## config.mk

```make
export PLATFORM = sky130hd
export DESIGN_NAME = linear_resampler_gain_clamp_48k
export DESIGN_NICKNAME = d
export VERILOG_FILES = /design/src/hdl/lrgc_pkg.sv /design/src/hdl/linear_resampler_gain_clamp_48k.sv
export SDC_FILE = /design/constraint.sdc
export NUM_CORES = 2
export LEC_CHECK = 0
export BUFFER_PORTS_ARGS = -buffer_cell sky130_fd_sc_hd__buf_4
export CORE_MARGIN = 2
export CORE_UTILIZATION = 47
export DETAILED_ROUTE_END_ITERATION = 10
export PLACE_DENSITY = 0.73
export SYNTH_ARGS = -nofsm -noshare
export SYNTH_HDL_FRONTEND = slang
export SYNTH_SLANG_ARGS = --single-unit
```

## constraint.sdc

```tcl
create_clock -name clk -period 24 [get_ports clk]
set_clock_uncertainty 0.2 [all_clocks]
set_input_delay 4.8 -clock clk [delete_from_list [all_inputs] [get_ports clk]]
set_output_delay 4.8 -clock clk [all_outputs]
set_load 0.1 [all_outputs]
```

## src/hdl/lrgc_pkg.sv

```systemverilog
// Shared constants and widths for the linear resampler with gain and clamp.
package lrgc_pkg;

  // Sample and phase formats
  localparam int SAMPLE_W = 16;
  localparam int FRAC_W = 16;
  localparam int PHASE_W = FRAC_W + 2;
  localparam int RATE_W = 17;
  localparam int MAX_OUTPUTS = 12;
  localparam int CNT_W = $clog2(MAX_OUTPUTS);

  // Source rate limits and reset value
  localparam logic [RATE_W-1:0] RATE_MIN = RATE_W'(4000);
  localparam logic [RATE_W-1:0] RATE_MAX = RATE_W'(96000);
  localparam logic [RATE_W-1:0] RATE_RESET = RATE_W'(8000);

  // Phase step: ceil(rate * 2^16 / 48000) = ceil(rate * 512 / 375),
  // taken as ((rate * 512 + 374) * RECIP) >> RECIP_SHIFT, exact for this range
  localparam int STEP_DEN = 375;
  localparam int STEP_SHIFT = FRAC_W - 7;
  localparam int DIVIDEND_W = 26;
  localparam int RECIP_SHIFT = 34;
  localparam logic [DIVIDEND_W-1:0] RECIP = DIVIDEND_W'(45812985);

  // Shared multiplier operand and product widths
  localparam int MUL_W = 27;
  localparam int PROD_W = 2 * MUL_W;

  // Interpolated value, gained value and clamp magnitude
  localparam int Y_W = 35;
  localparam int MAG_W = FRAC_W + SAMPLE_W + 1;
  localparam int SCALED_W = MAG_W + 15;

  // APB address width: one 32-bit register
  localparam int ADDR_W = 3;
  localparam logic REG_SOURCE_RATE = 1'b0;

endpackage

```

## src/hdl/linear_resampler_gain_clamp_48k.sv

```systemverilog
// Linear resampler to 48 kHz with 2.5x gain, clamp and rounding; top level.
//
// Each input sample is paired with the one before it and 48 kHz outputs are
// interpolated at a 16-fraction-bit phase, gained by 2.5, clamped to full scale,
// scaled by 32767/32768 and rounded half away from zero. The block handles one
// input at a time: in_ready is high only while idle. An input that makes no
// output (first sample after reset or restart, or a skipped sample) is taken
// without leaving idle. An input that makes N outputs (1 to 12) is accepted
// while idle, then the phase step is derived on the shared multiplier, then
// each output is multiplied, gained, clamped, rounded and presented, and held
// while out_ready is low; the next input is accepted only after the final
// output. At the 8 kHz reset rate an input usually makes six outputs.
// The one 27x27 multiplier is reused for the step and for each interpolation
// product.
// The source rate register sits at byte address 0 and is clamped to
// 4000..96000 Hz at use.
module linear_resampler_gain_clamp_48k (
  input  logic                                  clk,
  input  logic                                  rst,
  // Input samples
  input  logic                                  in_valid,
  output logic                                  in_ready,
  input  logic signed [lrgc_pkg::SAMPLE_W-1:0]  sample_in,
  input  logic                                  restart,
  // Output samples
  output logic                                  out_valid,
  input  logic                                  out_ready,
  output logic signed [lrgc_pkg::SAMPLE_W-1:0]  sample_out,
  output logic                                  last,
  // APB configuration
  input  logic                                  psel,
  input  logic                                  penable,
  input  logic                                  pwrite,
  input  logic [lrgc_pkg::ADDR_W-1:0]           paddr,
  input  logic [31:0]                           pwdata,
  output logic [31:0]                           prdata,
  output logic                                  pready
);

  localparam logic [2:0] S_IDLE = 3'd0;
  localparam logic [2:0] S_STEP = 3'd1;
  localparam logic [2:0] S_LOAD = 3'd2;
  localparam logic [2:0] S_MUL  = 3'd3;
  localparam logic [2:0] S_GAIN = 3'd4;
  localparam logic [2:0] S_SAT  = 3'd5;
  localparam logic [2:0] S_RND  = 3'd6;
  localparam logic [2:0] S_HOLD = 3'd7;

  localparam logic [lrgc_pkg::PHASE_W-1:0] ONE =
    lrgc_pkg::PHASE_W'(1) << lrgc_pkg::FRAC_W;
  localparam logic signed [lrgc_pkg::Y_W-1:0] LIM =
    lrgc_pkg::Y_W'(1) << (lrgc_pkg::FRAC_W + lrgc_pkg::SAMPLE_W);
  localparam logic [lrgc_pkg::SCALED_W-1:0] HALF =
    lrgc_pkg::SCALED_W'(1) << (lrgc_pkg::FRAC_W + lrgc_pkg::SAMPLE_W - 1);

  logic [2:0]                              state;
  logic [lrgc_pkg::RATE_W-1:0]             rate;
  logic signed [lrgc_pkg::SAMPLE_W-1:0]    prev;
  logic signed [lrgc_pkg::SAMPLE_W-1:0]    cur;
  logic                                    have_prev;
  logic [lrgc_pkg::PHASE_W-1:0]            phase;
  logic [lrgc_pkg::PHASE_W-1:0]            step;
  logic [lrgc_pkg::DIVIDEND_W-1:0]         dividend;
  logic [lrgc_pkg::CNT_W-1:0]              cnt;
  logic signed [lrgc_pkg::PROD_W-1:0]      prod;
  logic signed [lrgc_pkg::Y_W-1:0]         gained;
  logic [lrgc_pkg::MAG_W-1:0]              mag;
  logic                                    neg;

  logic signed [lrgc_pkg::MUL_W-1:0]       mul_a;
  logic signed [lrgc_pkg::MUL_W-1:0]       mul_b;
  logic signed [lrgc_pkg::SAMPLE_W:0]      diff;
  logic [lrgc_pkg::RATE_W-1:0]             rate_clamped;
  logic signed [lrgc_pkg::Y_W-1:0]         y;
  logic [lrgc_pkg::SCALED_W-1:0]           scaled;
  logic [lrgc_pkg::SCALED_W-1:0]           rounded;
  logic [lrgc_pkg::SAMPLE_W-1:0]           q;
  logic [lrgc_pkg::PHASE_W-1:0]            phase_adv;
  logic                                    in_fire;
  logic                                    out_fire;
  logic                                    cfg_write;

  assign in_ready  = (state == S_IDLE);
  assign in_fire   = in_valid && in_ready;
  assign out_fire  = out_valid && out_ready;
  assign pready    = 1'b1;
  assign cfg_write = psel && penable && pwrite && pready;

  // Read back the rate register
  assign prdata = (paddr[2] == lrgc_pkg::REG_SOURCE_RATE) ? 32'(rate) : 32'd0;

  // Clamp the rate to RATE_MIN..RATE_MAX
  always_comb begin
    rate_clamped = rate;
    if (rate < lrgc_pkg::RATE_MIN) begin
      rate_clamped = lrgc_pkg::RATE_MIN;
    end else if (rate > lrgc_pkg::RATE_MAX) begin
      rate_clamped = lrgc_pkg::RATE_MAX;
    end
  end

  // Select shared multiplier operands
  assign diff = (lrgc_pkg::SAMPLE_W + 1)'(cur) - (lrgc_pkg::SAMPLE_W + 1)'(prev);
  always_comb begin
    if (state == S_STEP) begin
      mul_a = signed'({1'b0, dividend});
      mul_b = signed'({1'b0, lrgc_pkg::RECIP});
    end else begin
      mul_a = lrgc_pkg::MUL_W'(diff);
      mul_b = signed'(lrgc_pkg::MUL_W'(phase[lrgc_pkg::FRAC_W-1:0]));
    end
  end

  // Interpolate, scale by 32767 and round the magnitude
  assign y = (lrgc_pkg::Y_W'(prev) <<< lrgc_pkg::FRAC_W) + prod[lrgc_pkg::Y_W-1:0];
  assign scaled = (lrgc_pkg::SCALED_W'(mag) << 15) - lrgc_pkg::SCALED_W'(mag);
  assign rounded = scaled + HALF;
  assign q = rounded[lrgc_pkg::SCALED_W-1 -: lrgc_pkg::SAMPLE_W];
  assign phase_adv = phase + step;

  // Configuration register
  always_ff @(posedge clk) begin
    if (rst) begin
      rate <= lrgc_pkg::RATE_RESET;
    end else if (cfg_write && paddr[2] == lrgc_pkg::REG_SOURCE_RATE) begin
      rate <= pwdata[lrgc_pkg::RATE_W-1:0];
    end
  end

  // Shared multiplier, registered product
  always_ff @(posedge clk) begin
    prod <= lrgc_pkg::PROD_W'(mul_a) * lrgc_pkg::PROD_W'(mul_b);
  end

  // Sequencer and state
  always_ff @(posedge clk) begin
    if (rst) begin
      state     <= S_IDLE;
      prev      <= '0;
      have_prev <= 1'b0;
      phase     <= '0;
      out_valid <= 1'b0;
      cnt       <= '0;
    end else begin
      unique case (state)
        S_IDLE: begin
          if (in_fire) begin
            cur      <= sample_in;
            cnt      <= '0;
            dividend <= (lrgc_pkg::DIVIDEND_W'(rate_clamped) << lrgc_pkg::STEP_SHIFT)
                        + lrgc_pkg::DIVIDEND_W'(lrgc_pkg::STEP_DEN - 1);
            priority if (restart || !have_prev) begin
              // First sample or restart: keep it, no output
              prev      <= sample_in;
              have_prev <= 1'b1;
              phase     <= '0;
            end else if (phase >= ONE) begin
              // Skip: drop one period
              phase <= phase - ONE;
              prev  <= sample_in;
            end else begin
              state <= S_STEP;
            end
          end
        end
        S_STEP: begin
          state <= S_LOAD;
        end
        S_LOAD: begin
          step  <= prod[lrgc_pkg::RECIP_SHIFT +: lrgc_pkg::PHASE_W];
          state <= S_MUL;
        end
        S_MUL: begin
          state <= S_GAIN;
        end
        S_GAIN: begin
          gained <= (y <<< 2) + y;
          state  <= S_SAT;
        end
        S_SAT: begin
          // Clamp to full scale and split sign and magnitude
          neg <= gained[lrgc_pkg::Y_W-1];
          priority if (gained > LIM) begin
            mag <= lrgc_pkg::MAG_W'(LIM);
          end else if (gained < -LIM) begin
            mag <= lrgc_pkg::MAG_W'(LIM);
          end else if (gained[lrgc_pkg::Y_W-1]) begin
            mag <= lrgc_pkg::MAG_W'(-gained);
          end else begin
            mag <= lrgc_pkg::MAG_W'(gained);
          end
          state <= S_RND;
        end
        S_RND: begin
          sample_out <= neg ? -signed'(q) : signed'(q);
          last       <= (phase_adv >= ONE) ||
                        (cnt == lrgc_pkg::CNT_W'(lrgc_pkg::MAX_OUTPUTS - 1));
          phase      <= phase_adv;
          cnt        <= cnt + 1'b1;
          out_valid  <= 1'b1;
          state      <= S_HOLD;
        end
        S_HOLD: begin
          if (out_fire) begin
            out_valid <= 1'b0;
            if (last) begin
              // Close the input: wrap the phase or drop it after the cap
              phase <= (phase >= ONE) ? phase - ONE : '0;
              prev  <= cur;
              state <= S_IDLE;
            end else begin
              state <= S_MUL;
            end
          end
        end
        default: begin
          state <= S_IDLE;
        end
      endcase
    end
  end

`ifndef SYNTHESIS
  // A result is shown only while the sequencer holds it
  assert property (@(posedge clk) disable iff (rst) out_valid |-> state == S_HOLD)
    else $error("out_valid outside the hold state");

  // Never take a new input while a result is pending
  assert property (@(posedge clk) disable iff (rst) !(in_ready && out_valid))
    else $error("input accepted while a result is pending");

  // The final result of an input returns the block to idle
  assert property (@(posedge clk) disable iff (rst)
    (out_valid && out_ready && last) |=> in_ready)
    else $error("block not idle after the final result");

  // Phase never reaches three periods
  assert property (@(posedge clk) disable iff (rst)
    !(phase[lrgc_pkg::PHASE_W-1] && phase[lrgc_pkg::PHASE_W-2]))
    else $error("phase out of range");
`endif

endmodule
```

==> metrics.md <==
| Metric | Value |
|---|---|
| Outcome | finished, final reports clean |
| Die Span X | 284 microns |
| CTS Buf Count | 28 |
| Largest family of logic cells by synthesized area | adder cells |
| Row count | 102 |
| Post-synthesis compound-gate area fraction | 0.105 |
| Syn Area/Cell | 9.15 sq um |
| Starting density of the core | 0.475 |
| I/O pins | 111 |
| Post-CTS Hold Fix Bufs | 0 |
| Initial DRC Count | 1776 |
| Fin. Hold Viols | 0 |
| Setup tns final | 0 ps |
| Hold path cells | 0 |
| F_max | 81.2 MHz |
| RSZ-0062 raised after global routing | false |
| # DRC | 0 |
| Placer congestion estimate | 0.943 |
| Cell area after synthesis | 36900 sq um |
| CTS clk-pin slew, worst paths | 60 ps |
| # resized after CTS | 0 |
| Vias/cell | 5.33 |
| Area grow syn2layout | 7.29% |
| Most frequent cells in the layout | 950 x inv_1, 619 x fa_1, 351 x nand2_1 |
| CTS tree | built |
| Slew of the pin with the lowest slew margin | 1270 ps |
| Final-report max-slew violation count | 0 |
| WL per Instance | 17.8 microns |
| # nets final | 5060 |
| Final number of setup-violating endpoints | 0 |
| Critical path's largest stage delay | 1040 ps |
| WL met1 | 37200 microns |
| CP required | 24290 ps |
| WL final | 91200 microns |
| Post-Synth Simple-Gate Area | 0.118 |
| Filler cells | 7121 |
| Root Driver | clkbuf_16 |
| GRT Residual Overflow | 0 |
| Async set-reset flop share out of synthesis | 0 |
| Die Y | 284 microns |
| Clk Latency, worst-skew pair | 590 ps |
| Top FF cell, synth | edfxtp_1 |
| Port bufs | 77 |
| WS Path Type | register to register |
| Mux cell area share after synthesis | 0.000815 |
| H-tree Lvls | 1 |
| Deepest clock path buffer count | 3 |
| Yosys warns | 0 |
| CP Capture Type | register |
| Gr usage total | 0.229 |
| Layout cells sized above 1 | 0.0541 |
| Yosys cell types | 92 |
| First-pass DRT Iterations | 5 |
| Crit path top cell by count | fa_1 |
| Leading cell type in the layout, fill and taps excluded | inv_1 |
| WL met3 | 7020 microns |
| Max_cap viols | 0 |
| Bufs and invs on worst path | 7 |
| Vias in the first global route | 28300 |
| Post-synthesis adder-cell area fraction | 0.444 |
| Xor/xnor cell area share of the yosys netlist | 0.0444 |
| Global-route wire length before repair | 149000 microns |
| Post-synthesis sequential area ratio | 0.172 |
| Core Footprint | 77600 sq um |
| # clock sinks | 249 |
| Synth Instances | 4030 |
| Largest net degree at the start of global routing | 83 |
| Worst-case reg-to-reg path depth | 38 |
| Via count | 27300 |
| Top Layer Used | met5 |
| Post-route ant nets | 0 |
| Initial antenna violation count | 1 |
| Critical Path Fanout Max | 12 |
| Max_slew headroom | 0.149 |
| Post-synth EDFFs | 137 |
| Cell family with most CP delay | compound AO/OA/AOI/OAI gates |
| HPWL after detailed placement | 74900 microns |
| Tcrit/Tclk final | 0.513 |
| Setup crit start kind | register |
| Tmin final | 12320 ps |
| Critical path depth in cells | 38 |
| Postcts setup bufs | 0 |
| Number of antenna diodes | 0 |
| Yosys reg bits | 249 |
| Type of the most critical hold path | register to register |
| Crit path DAT | 12610 ps |
| Die area | 80700 sq um |
| DR WL met2 | 42800 microns |
| CP max stage cell | a2111oi_0 |
[synth_stat cells, drive strengths merged, types with 8 or more instances]
| library cell | instances | share of area |
|---|---|---|
| xnor2 | 110 | 0.026 |
| nand2 | 352 | 0.036 |
| a311oi | 21 | 0.0050 |
| dfxtp | 112 | 0.061 |
| edfxtp | 137 | 0.11 |
| ha | 316 | 0.11 |
| a21o | 68 | 0.014 |
| a31oi | 18 | 0.0031 |
| and2 | 41 | 0.0070 |
| a22oi | 11 | 0.0022 |
| a211oi | 8 | 0.0018 |
| nor4 | 15 | 0.0035 |
| o31ai | 16 | 0.0033 |
| a21oi | 200 | 0.027 |
| inv | 951 | 0.097 |
| and3 | 45 | 0.0076 |
| xor2 | 77 | 0.018 |
| or2 | 9 | 0.0016 |
| clkbuf | 120 | 0.012 |
| buf | 37 | 0.0063 |
| o21a | 19 | 0.0039 |
| nand2b | 30 | 0.0051 |
| nor3 | 28 | 0.0038 |
| nand3 | 77 | 0.011 |
| o21bai | 22 | 0.0046 |
| nand3b | 9 | 0.0018 |
| nand4 | 10 | 0.0017 |
| fa | 619 | 0.34 |
| o211ai | 16 | 0.0033 |
| nor2 | 263 | 0.027 |
| o21ai | 130 | 0.018 |
| nor2b | 35 | 0.0059 |
| or3 | 8 | 0.0015 |
[per-layer routing]
metal	up-vias	track usage
met5	-	0
met4	2	0.0829
met3	261	0.0432
met2	964	0.386
met1	13500	0.295
li1	12600	-
[per-stage QoR]
stage,std cells,setup WS (ps),instance area (sq um),hold WS (ps),util
2_1_floorplan,4074,12670,37000,186,-
3_3_place_gp,5076,12130,38600,190,0.497
3_5_place_dp,5076,11960,38600,189,0.497
4_1_cts,5128,11880,39500,201,0.510
5_1_grt,5128,10990,39500,207,0.510
6_report,5128,11680,39500,200,0.510
[logic make-up (layout without fill, tap and decap cells)]
family | after synthesis | count (layout)
and+or+nand+nor | 942 | 942
xor gates and xnor gates | 187 | 187
AOI/OAI and AO/OA | 602 | 602
muxes | 3 | 3
buffers and inverters | 1110 | 1124
other | 2 | 46
adders and majority gates | 935 | 935
DFF | 249 | 249
[area by class of cell]
class                           instances  area (sq um)  area share
Clock buffer                           34           787      0.0199
Clock inverter                         18           188     0.00475
Inverter                              953          3580      0.0905
Multi-Input combinational cell       2715         26400       0.669
Sequential cell                       249          6360       0.161
Tap cell                             1040          1300      0.0329
Timing Repair Buffer                  119           893      0.0226
[path summary, 6_finish.rpt]
| kind | start | endpoint | slack [ps] |
|---|---|---|---|
| min reg2reg | prod[45] | step[11] | 200 |
| min | prod[45] | step[11] | 200 |
| max | cur[0] | prod[50] | 11680 |
| max reg2reg | cur[0] | prod[50] | 11680 |
[flip-flops by register name (all words and copies together), names as in the netlist]
| signal | flops |
|---|---|
| mag | 33 |
| state | 3 |
| gained | 35 |
| have_prev | 1 |
| phase | 18 |
| prod | 52 |
| step | 18 |
| neg | 1 |
| last | 1 |
| rate | 17 |
| cnt | 4 |
| out_valid | 1 |
| dividend | 17 |
| prev | 16 |
| cur | 16 |
| sample_out | 16 |
Power is not shown: default switching activity piles up to over one toggle a cycle in this logic, so the estimate is an artifact.
